--- src/design/accov_pkg.sv ---
// Shared constants, widths and the arctangent table for the orientation block.
// No dependencies.
`timescale 1ns / 1ps

package accov_pkg;

    localparam int CORDIC_STEPS_DEFAULT = 16;
    localparam int ATAN_TABLE_LEN       = 24;
    localparam int ROOT_STEPS           = 24;   // two radicand bits per step, 48-bit radicand
    localparam int CNT_W                = 5;

    localparam logic [1:0]  AXIS_X = 2'd0;
    localparam logic [1:0]  AXIS_Y = 2'd1;
    localparam logic [1:0]  AXIS_Z = 2'd2;

    localparam logic [1:0]  REG_NORMAL_AXIS     = 2'd0;
    localparam logic [1:0]  REG_NORMAL_NEGATIVE = 2'd1;
    localparam logic [1:0]  REG_THRESHOLD       = 2'd2;

    localparam logic [1:0]  AXIS_RESET      = AXIS_Z;
    localparam logic [15:0] THRESHOLD_RESET = 16'd12288;

    localparam logic [3:0] POS_UPRIGHT  = 4'd0;
    localparam logic [3:0] POS_INVERTED = 4'd1;
    localparam logic [3:0] POS_Z_POS    = 4'd2;
    localparam logic [3:0] POS_Z_NEG    = 4'd3;
    localparam logic [3:0] POS_X_POS    = 4'd4;
    localparam logic [3:0] POS_X_NEG    = 4'd5;
    localparam logic [3:0] POS_Y_POS    = 4'd6;
    localparam logic [3:0] POS_Y_NEG    = 4'd7;
    localparam logic [3:0] POS_TILTED   = 4'd8;

    // 90 degrees in 1/4096 centidegree
    localparam logic signed [28:0] DEG90 = 29'sd36864000;

    // atan(2^-i) in 1/4096 centidegree
    function automatic logic [24:0] atan_entry(input logic [CNT_W-1:0] i);
        logic [24:0] v;
        unique case (i)
            5'd0:  v = 25'd18432000;
            5'd1:  v = 25'd10881045;
            5'd2:  v = 25'd5749245;
            5'd3:  v = 25'd2918407;
            5'd4:  v = 25'd1464867;
            5'd5:  v = 25'd733147;
            5'd6:  v = 25'd366663;
            5'd7:  v = 25'd183343;
            5'd8:  v = 25'd91673;
            5'd9:  v = 25'd45837;
            5'd10: v = 25'd22918;
            5'd11: v = 25'd11459;
            5'd12: v = 25'd5730;
            5'd13: v = 25'd2865;
            5'd14: v = 25'd1432;
            5'd15: v = 25'd716;
            5'd16: v = 25'd358;
            5'd17: v = 25'd179;
            5'd18: v = 25'd90;
            5'd19: v = 25'd45;
            5'd20: v = 25'd22;
            5'd21: v = 25'd11;
            5'd22: v = 25'd6;
            5'd23: v = 25'd3;
            default: v = 25'd0;
        endcase
        return v;
    endfunction

endpackage

--- src/design/accel_orientation_vibration.sv ---
// Accelerometer tilt, pitch, roll, position and vibration block.
// A sample is captured, its axes squared, three square roots taken and three angles rotated
// out by CORDIC before the result is registered; an angle whose operands give zero directly
// skips its CORDIC iterations. It uses one shared multiplier, one two-bit-per-cycle square-root
// unit and one CORDIC unit. Input is ready only while the sequencer is idle, so no new sample
// is taken before the last is finished, and a result still waiting holds the sequencer.
// Reset: asynchronous, active low; registers return to Z normal, threshold 12288, and
// the vibration history is cleared so the first sample reports zero.
// Depends on accov_pkg.
`timescale 1ns / 1ps

module accel_orientation_vibration
    import accov_pkg::*;
#(
    parameter int CORDIC_STEPS = CORDIC_STEPS_DEFAULT
)
(
    input  logic        clk,
    input  logic        rst_n,
    input  logic        s_axis_tvalid,
    output logic        s_axis_tready,
    input  logic [47:0] s_axis_tdata,   // accel_x, accel_y, accel_z
    output logic        m_axis_tvalid,
    input  logic        m_axis_tready,
    // tilt_centideg, tilt_valid, pitch_centideg, roll_centideg, position_code,
    // vibration, zero pad
    output logic [71:0] m_axis_tdata,
    input  logic        cfg_we,
    input  logic [1:0]  cfg_index,
    input  logic [15:0] cfg_data
);

    localparam int STEPS_USED = (CORDIC_STEPS > ATAN_TABLE_LEN) ? ATAN_TABLE_LEN : CORDIC_STEPS;
    localparam logic [CNT_W-1:0] ROT_LAST  = CNT_W'(STEPS_USED - 1);
    localparam logic [CNT_W-1:0] ROOT_LAST = CNT_W'(ROOT_STEPS - 1);

    typedef enum logic [2:0] {
        ST_IDLE, ST_SQUARE, ST_ROOT_LOAD, ST_ROOT_STEP,
        ST_ROT_LOAD, ST_ROT_STEP, ST_ROT_DONE, ST_FINISH
    } state_t;

    state_t state_reg;
    logic [1:0]  axis_reg;
    logic        neg_reg;
    logic [15:0] thr_reg;
    logic [15:0] last_mag_reg;
    logic        have_last_reg;

    logic signed [15:0] ax_reg, ay_reg, az_reg;
    logic [30:0] sx_reg, sy_reg, sz_reg;
    logic [1:0]  job_reg;
    logic [CNT_W-1:0] cnt_reg;

    logic [47:0] rad_reg;
    logic [25:0] rem_reg;
    logic [23:0] root_reg;
    logic [15:0] mag_reg;
    logic [23:0] perp_t_reg, perp_p_reg;

    logic signed [27:0] cx_reg, cy_reg;
    logic signed [28:0] cz_reg;
    logic [14:0] tilt_reg;
    logic signed [14:0] pitch_reg;
    logic signed [15:0] roll_reg;

    logic        out_valid_reg;
    logic [71:0] out_data_reg;
    logic        finish_fire;

    // shared multiplier
    logic signed [15:0] mul_op;
    logic signed [31:0] mul_sq;

    always_comb
    begin
        unique case (cnt_reg[1:0])
            2'd0:    mul_op = ax_reg;
            2'd1:    mul_op = ay_reg;
            default: mul_op = az_reg;
        endcase
        mul_sq = mul_op * mul_op;
    end

    // square-root step and radicand selection
    logic [31:0] sum_all, sum_yz, others;
    logic [27:0] rem_sh, trial;
    logic        root_take;

    always_comb
    begin
        sum_all = 32'(sx_reg) + 32'(sy_reg) + 32'(sz_reg);
        sum_yz  = 32'(sy_reg) + 32'(sz_reg);
        unique case (axis_reg)
            AXIS_X:  others = sum_yz;
            AXIS_Y:  others = 32'(sx_reg) + 32'(sz_reg);
            default: others = 32'(sx_reg) + 32'(sy_reg);
        endcase
        rem_sh    = {rem_reg, rad_reg[47:46]};
        trial     = {2'b00, root_reg, 2'b01};
        root_take = (rem_sh >= trial);
    end

    // CORDIC operands
    logic signed [16:0] dot, dot_axis, neg_x;
    logic signed [24:0] num, den;

    always_comb
    begin
        unique case (axis_reg)
            AXIS_X:  dot_axis = 17'(ax_reg);
            AXIS_Y:  dot_axis = 17'(ay_reg);
            default: dot_axis = 17'(az_reg);
        endcase
        dot   = neg_reg ? -dot_axis : dot_axis;
        neg_x = -(17'(ax_reg));
        unique case (job_reg)
            2'd0:
            begin
                num = $signed({1'b0, perp_t_reg});
                den = $signed({dot, 8'b0});
            end
            2'd1:
            begin
                num = $signed({neg_x, 8'b0});
                den = $signed({1'b0, perp_p_reg});
            end
            default:
            begin
                num = $signed({ay_reg[15], ay_reg, 8'b0});
                den = $signed({az_reg[15], az_reg, 8'b0});
            end
        endcase
    end

    logic signed [27:0] num_w, den_w, xs, ys;
    logic signed [28:0] atan_step;

    always_comb
    begin
        num_w     = 28'(num);
        den_w     = 28'(den);
        xs        = cx_reg >>> cnt_reg;
        ys        = cy_reg >>> cnt_reg;
        atan_step = $signed({4'b0, atan_entry(cnt_reg)});
    end

    // round to nearest, halves away from zero, then clamp
    logic [28:0] zabs, zrnd;
    logic signed [17:0] rval, rlo, rhi, rclamp;

    always_comb
    begin
        zabs = cz_reg[28] ? 29'(-cz_reg) : 29'(cz_reg);
        zrnd = zabs + 29'd2048;
        rval = cz_reg[28] ? -$signed({1'b0, zrnd[28:12]}) : $signed({1'b0, zrnd[28:12]});
        unique case (job_reg)
            2'd0:
            begin
                rlo = 18'sd0;
                rhi = 18'sd18000;
            end
            2'd1:
            begin
                rlo = -18'sd9000;
                rhi = 18'sd9000;
            end
            default:
            begin
                rlo = -18'sd18000;
                rhi = 18'sd18000;
            end
        endcase
        if (rval < rlo)
            rclamp = rlo;
        else if (rval > rhi)
            rclamp = rhi;
        else
            rclamp = rval;
    end

    // position code and vibration
    logic [16:0] abs_x, abs_y, abs_z, th;
    logic [3:0]  position;
    logic        tilt_ok;
    logic [15:0] vib;

    always_comb
    begin
        abs_x = ax_reg[15] ? 17'(-17'(ax_reg)) : 17'(ax_reg);
        abs_y = ay_reg[15] ? 17'(-17'(ay_reg)) : 17'(ay_reg);
        abs_z = az_reg[15] ? 17'(-17'(az_reg)) : 17'(az_reg);
        th    = {1'b0, thr_reg};
        priority if (abs_z >= abs_x && abs_z >= abs_y && abs_z >= th)
        begin
            if (axis_reg != AXIS_X && axis_reg != AXIS_Y)
                position = ((neg_reg ? (az_reg <= 0) : (az_reg >= 0)))
                           ? POS_UPRIGHT : POS_INVERTED;
            else
                position = az_reg[15] ? POS_Z_NEG : POS_Z_POS;
        end
        else if (abs_x >= abs_y && abs_x >= abs_z && abs_x >= th)
        begin
            if (axis_reg == AXIS_X)
                position = ((neg_reg ? (ax_reg <= 0) : (ax_reg >= 0)))
                           ? POS_UPRIGHT : POS_INVERTED;
            else
                position = ax_reg[15] ? POS_X_NEG : POS_X_POS;
        end
        else if (abs_y >= abs_x && abs_y >= abs_z && abs_y >= th)
        begin
            if (axis_reg == AXIS_Y)
                position = ((neg_reg ? (ay_reg <= 0) : (ay_reg >= 0)))
                           ? POS_UPRIGHT : POS_INVERTED;
            else
                position = ay_reg[15] ? POS_Y_NEG : POS_Y_POS;
        end
        else
        begin
            position = POS_TILTED;
        end
        tilt_ok = (mag_reg != 16'd0);
        if (!have_last_reg)
            vib = 16'd0;
        else if (mag_reg >= last_mag_reg)
            vib = mag_reg - last_mag_reg;
        else
            vib = last_mag_reg - mag_reg;
    end

    assign s_axis_tready = (state_reg == ST_IDLE);
    assign m_axis_tvalid = out_valid_reg;
    assign m_axis_tdata  = out_data_reg;
    // hold the finished sample until the output register is free
    assign finish_fire   = (state_reg == ST_FINISH) && (!out_valid_reg || m_axis_tready);

    always_ff @(posedge clk or negedge rst_n)
    begin
        if (!rst_n)
        begin
            state_reg     <= ST_IDLE;
            axis_reg      <= AXIS_RESET;
            neg_reg       <= 1'b0;
            thr_reg       <= THRESHOLD_RESET;
            last_mag_reg  <= 16'd0;
            have_last_reg <= 1'b0;
            out_valid_reg <= 1'b0;
            out_data_reg  <= '0;
            ax_reg <= '0;  ay_reg <= '0;  az_reg <= '0;
            sx_reg <= '0;  sy_reg <= '0;  sz_reg <= '0;
            job_reg <= '0; cnt_reg <= '0;
            rad_reg <= '0; rem_reg <= '0; root_reg <= '0; mag_reg <= '0;
            perp_t_reg <= '0; perp_p_reg <= '0;
            cx_reg <= '0; cy_reg <= '0; cz_reg <= '0;
            tilt_reg <= '0; pitch_reg <= '0; roll_reg <= '0;
        end
        else
        begin
            if (cfg_we)
            begin
                unique case (cfg_index)
                    REG_NORMAL_AXIS:     axis_reg <= cfg_data[1:0];
                    REG_NORMAL_NEGATIVE: neg_reg  <= cfg_data[0];
                    REG_THRESHOLD:       thr_reg  <= cfg_data;
                    default:             ;
                endcase
            end

            if (finish_fire)
                out_valid_reg <= 1'b1;
            else if (m_axis_tready)
                out_valid_reg <= 1'b0;

            unique case (state_reg)
                ST_IDLE:
                begin
                    if (s_axis_tvalid)
                    begin
                        ax_reg    <= $signed(s_axis_tdata[15:0]);
                        ay_reg    <= $signed(s_axis_tdata[31:16]);
                        az_reg    <= $signed(s_axis_tdata[47:32]);
                        cnt_reg   <= '0;
                        state_reg <= ST_SQUARE;
                    end
                end
                ST_SQUARE:
                begin
                    unique case (cnt_reg[1:0])
                        2'd0:    sx_reg <= mul_sq[30:0];
                        2'd1:    sy_reg <= mul_sq[30:0];
                        default: sz_reg <= mul_sq[30:0];
                    endcase
                    if (cnt_reg == CNT_W'(2))
                    begin
                        job_reg   <= 2'd0;
                        state_reg <= ST_ROOT_LOAD;
                    end
                    cnt_reg <= cnt_reg + 1'b1;
                end
                ST_ROOT_LOAD:
                begin
                    unique case (job_reg)
                        2'd0:    rad_reg <= {16'b0, sum_all};
                        2'd1:    rad_reg <= {others, 16'b0};
                        default: rad_reg <= {sum_yz, 16'b0};
                    endcase
                    rem_reg   <= '0;
                    root_reg  <= '0;
                    cnt_reg   <= '0;
                    state_reg <= ST_ROOT_STEP;
                end
                ST_ROOT_STEP:
                begin
                    rad_reg <= {rad_reg[45:0], 2'b00};
                    if (root_take)
                    begin
                        rem_reg  <= 26'(rem_sh - trial);
                        root_reg <= {root_reg[22:0], 1'b1};
                    end
                    else
                    begin
                        rem_reg  <= rem_sh[25:0];
                        root_reg <= {root_reg[22:0], 1'b0};
                    end
                    cnt_reg <= cnt_reg + 1'b1;
                    // land the finished root; the last step's bit is folded in here
                    if (cnt_reg == ROOT_LAST)
                    begin
                        unique case (job_reg)
                            2'd0:    mag_reg    <= {root_reg[14:0], root_take};
                            2'd1:    perp_t_reg <= {root_reg[22:0], root_take};
                            default: perp_p_reg <= {root_reg[22:0], root_take};
                        endcase
                        if (job_reg == 2'd2)
                        begin
                            job_reg   <= 2'd0;
                            state_reg <= ST_ROT_LOAD;
                        end
                        else
                        begin
                            job_reg   <= job_reg + 1'b1;
                            state_reg <= ST_ROOT_LOAD;
                        end
                    end
                end
                ST_ROT_LOAD:
                begin
                    cnt_reg <= '0;
                    if (num == 25'sd0 && !den[24])
                    begin
                        cz_reg    <= '0;
                        state_reg <= ST_ROT_DONE;
                    end
                    else
                    begin
                        if (den[24])
                        begin
                            if (!num[24])
                            begin
                                cx_reg <= num_w;
                                cy_reg <= -den_w;
                                cz_reg <= DEG90;
                            end
                            else
                            begin
                                cx_reg <= -num_w;
                                cy_reg <= den_w;
                                cz_reg <= -DEG90;
                            end
                        end
                        else
                        begin
                            cx_reg <= den_w;
                            cy_reg <= num_w;
                            cz_reg <= '0;
                        end
                        state_reg <= ST_ROT_STEP;
                    end
                end
                ST_ROT_STEP:
                begin
                    if (!cy_reg[27])
                    begin
                        cx_reg <= cx_reg + ys;
                        cy_reg <= cy_reg - xs;
                        cz_reg <= cz_reg + atan_step;
                    end
                    else
                    begin
                        cx_reg <= cx_reg - ys;
                        cy_reg <= cy_reg + xs;
                        cz_reg <= cz_reg - atan_step;
                    end
                    cnt_reg <= cnt_reg + 1'b1;
                    if (cnt_reg == ROT_LAST)
                        state_reg <= ST_ROT_DONE;
                end
                ST_ROT_DONE:
                begin
                    unique case (job_reg)
                        2'd0:    tilt_reg  <= rclamp[14:0];
                        2'd1:    pitch_reg <= rclamp[14:0];
                        default: roll_reg  <= rclamp[15:0];
                    endcase
                    if (job_reg == 2'd2)
                    begin
                        state_reg <= ST_FINISH;
                    end
                    else
                    begin
                        job_reg   <= job_reg + 1'b1;
                        state_reg <= ST_ROT_LOAD;
                    end
                end
                ST_FINISH:
                begin
                    if (finish_fire)
                    begin
                        out_data_reg  <= {5'b0, vib, position, roll_reg, pitch_reg,
                                          tilt_ok, tilt_ok ? tilt_reg : 15'd0};
                        last_mag_reg  <= mag_reg;
                        have_last_reg <= 1'b1;
                        state_reg     <= ST_IDLE;
                    end
                end
                default:
                begin
                    state_reg <= ST_IDLE;
                end
            endcase
        end
    end

endmodule
--- config.mk ---
export PLATFORM = sky130hd
export DESIGN_NAME = accel_orientation_vibration
export DESIGN_NICKNAME = d
export VERILOG_FILES = /design/src/design/accov_pkg.sv /design/src/design/accel_orientation_vibration.sv
export SDC_FILE = /design/constraint.sdc
export NUM_CORES = 2
export LEC_CHECK = 0
export ABC_AREA = 1
export BUFFER_PORTS_ARGS = -buffer_cell sky130_fd_sc_hd__buf_4
export CELL_PAD_IN_SITES_DETAIL_PLACEMENT = 1
export CELL_PAD_IN_SITES_GLOBAL_PLACEMENT = 1
export CORE_MARGIN = 5
export CORE_UTILIZATION = 37
export CTS_BUF_LIST = sky130_fd_sc_hd__clkbuf_4 sky130_fd_sc_hd__clkbuf_8
export CTS_CLUSTER_SIZE = 24
export DETAILED_ROUTE_END_ITERATION = 10
export GPL_TIMING_DRIVEN = 0
export PLACE_DENSITY = 0.63
export SLEW_MARGIN = 20
export SYNTH_ARGS = -nofsm -noshare
export SYNTH_HDL_FRONTEND = slang
export SYNTH_SLANG_ARGS = --single-unit
--- constraint.sdc ---
create_clock -name clk -period 10.4 [get_ports clk]
set_clock_uncertainty 0.2 [all_clocks]
set_input_delay 2.08 -clock clk [delete_from_list [all_inputs] [get_ports clk]]
set_output_delay 2.08 -clock clk [all_outputs]
set_load 0.1 [all_outputs]
==> impl_metrics.env <==
export IMPL_die_area_mm2=0.158
export IMPL_cts_buffers_inserted=104
export IMPL_ys_types=77
export IMPL_met2_usage_pct=51.7
export IMPL_rsz0062_at_grt="no"
export IMPL_min_path_cells=2
export IMPL_hold_end="m_axis_tdata[27]"
export IMPL_r2r_start="cnt_reg[1]"
export IMPL_slew_headroom_pct=23.0
export IMPL_synth_edf_count=0
export IMPL_vias=55379
export IMPL_critPathMaxFanout=13
export IMPL_yosys_top_cells_count="1844 x nand2_1, 1072 x inv_1, 742 x o21ai_0"
export IMPL_yosys_cell_count_top_type="nand2_1"
export IMPL_busiest_layer="met2"
export IMPL_grtUsageTotal_pct=30.0
export IMPL_setup_slack_ps=441
export IMPL_pre_cts_slack_ps=-1210
export IMPL_cts_root_buffer="clkbuf_8"
export IMPL_num_rows=142
export IMPL_firstDrtPassIters=5
export IMPL_core_area_mm2=0.150
export IMPL_crit_slowest_cell="xor2_1"
export IMPL_cap_violations=0
export IMPL_cts_buffer_depth=3
export IMPL_grtUsageMet3_pct=2.67
export IMPL_path_buf_inv=12
export IMPL_async_flop_share_pct=100
export IMPL_synth_area_mm2=0.0556
export IMPL_synth_seq_cells=545
export IMPL_critPathKind="reg2reg"
export IMPL_cpMostUsedCell="fa_1"
export IMPL_path_delay_family="adder cells"
export IMPL_setup_viol=0
export IMPL_clk_pin_slew_worst_paths_ps=60
export IMPL_reg2regPathDepth=29
export IMPL_grt_max_degree=93
export IMPL_hold_start="pitch_reg[11]"
export IMPL_hold_viol_final=0
export IMPL_maxSlewViolCount=0
export IMPL_finalCriticalPeriod_ps=9960
export IMPL_initialDrtViolationCount=3536
export IMPL_portBuffers=139
export IMPL_ios=145
export IMPL_die_x_um=398
export IMPL_status="complete, no violations"
export IMPL_ctsHoldBuffers=0
export IMPL_nNetsFinal=8862
export IMPL_largest_register_ffs=67
export IMPL_synthTopCellsByArea="dfrtp_1 24%, nand2_1 12%, ha_1 11%, fa_1 8.5%, inv_1 7.2%"
export IMPL_arrival_ps=10420
export IMPL_yosysTopAreaCell="dfrtp_1"
export IMPL_drive_above_1_share_pct=6.73
export IMPL_ys_warn_count=0
export IMPL_grt_overflow=0
export IMPL_cts_sinks=545
export IMPL_avgSynthCellArea_um2=7.12
export IMPL_critPathCaptureType="flip-flop"
export IMPL_start_util_pct=37.2
export IMPL_cp_depth=29
export IMPL_synthCells=7803
export IMPL_crit_required_ps=10860
export IMPL_wire_per_inst_um=23.7
export IMPL_ant_nets=0
export IMPL_area_growth_syn_to_layout_pct=11.4
export IMPL_grt_pass1_vias=58184
export IMPL_drt_total_wl_um=241000
export IMPL_ctsHtreeMaxLevel=3
export IMPL_hold_class="reg2reg"
export IMPL_cp_start_kind="flip-flop"
export IMPL_use_met1_pct=39.6
export IMPL_synthFlopType="dfrtp_1"
export IMPL_fin_crit_sh_pct=95.8
export IMPL_antenna_found_initial=4
export IMPL_dieHeight_um=398
export IMPL_cts_tree="yes"
export IMPL_reg2reg_to="sy_reg[24]"
export IMPL_fmaxAchievable_ghz=0.100
export IMPL_ys_seq_area_share_pct=24.5
export IMPL_synth_top_area_share_pct=24.4
export IMPL_vias_per_cell=5.45
export IMPL_route_detailed_drc=0
export IMPL_gp_congestion=0.964
export IMPL_tightest_slew_ps=1150
export IMPL_hpwl_um=201000
export IMPL_cpPeakStageDelay_ps=820
export IMPL_grt_pass1_wl_um=363000
export IMPL_rrSetupSlack_ps=440
export IMPL_clock_latency_ps=840
==> layout make-up <==
cell class / instances / area (µm²)
Clock buffer: 154 / 1940
Sequential cell: 545 / 13600
Antenna cell: 3 / 7.51
Inverter: 1098 / 4130
Buffer: 277 / 1190
Tap cell: 2016 / 2520
Multi-Input combinational cell: 5890 / 36800
Clock inverter: 26 / 389
Fill cell: 19123 / 87700
Timing Repair Buffer: 147 / 1260
==> routing by layer <==
layer | part of all wire, % | up-vias | wire, µm
met2 | 48 | 1197 | 115000
met3 | 3.6 | 369 | 8590
met4 | 3.8 | 2 | 9150
met1 | 45 | 27612 | 108000
met5 | 0.0054 | - | 13
li1 | - | 26199 | -
==> worst max-delay path by stage <==
stage / to / start
finish: sy_reg[24] / cnt_reg[1]
floorplan: sz_reg[28] / cnt_reg[1]
global placement: sx_reg[27] / cnt_reg[1]
CTS: sx_reg[25] / cnt_reg[1]
global route: sz_reg[28] / cnt_reg[1]
detailed placement: sz_reg[28] / cnt_reg[1]
==> cells in the final DEF, fill, tap and decap left out, types with 67 or more instances in the layout <==
cell type and instances:
a21oi_1 614, buf_4 148, clkbuf_1 174, clkbuf_8 125, dfrtp_1 541, fa_1 237, ha_1 491, inv_1 1071
nand2_1 1844, nand3_1 260, nor2_1 532, nor3_1 75, o211ai_1 84, o21ai_0 738, o21ai_1 67, o22ai_1 67
xnor2_1 114, xor2_1 217
==> worst min-delay path: stages, from the launching register on <==
cell	delay [ps]
dfrtp_1	340
nand2_1	60
nand2_1	50
==> kinds of logic after synthesis <==
group / count (synthesis) / synth area share (%)
simple gates: 2905 / 21.4
compound gates: 1884 / 19.1
buf+inv: 1375 / 9.52
fa+ha+maj: 728 / 19.6
flops: 545 / 24.5
xor+xnor: 338 / 5.34
mux: 26 / 0.473
other cells: 2 / 0.0135
==> what timing repair did <==
action                                  4_1_cts  5_1_grt
endpoints found under the setup margin       30       27
pin swaps                                     1        0
buffers inserted                              1        0
gates cloned                                  0        0
resized for setup                            29       10
==> stage by stage <==
| step | util, % | setup TNS (ps) | instance area (µm²) | hold slack (ps) | std cells |
|---|---|---|---|---|---|
| after global routing | 41.4 | 0 | 61900 | 279 | 10155 |
| after floorplan | - | 0 | 55600 | 242 | 7810 |
| after detailed placement | 39.7 | -19270 | 59400 | 257 | 9972 |
| final | 41.4 | 0 | 61900 | 250 | 10156 |
| after CTS | 41.4 | -16.0 | 61900 | 239 | 10153 |
| after global placement | 39.6 | -28470 | 59200 | 252 | 9965 |
Power is left out: the tool's default activity adds up to more than one toggle a clock period on the data nets, which glitch-free logic cannot reach.
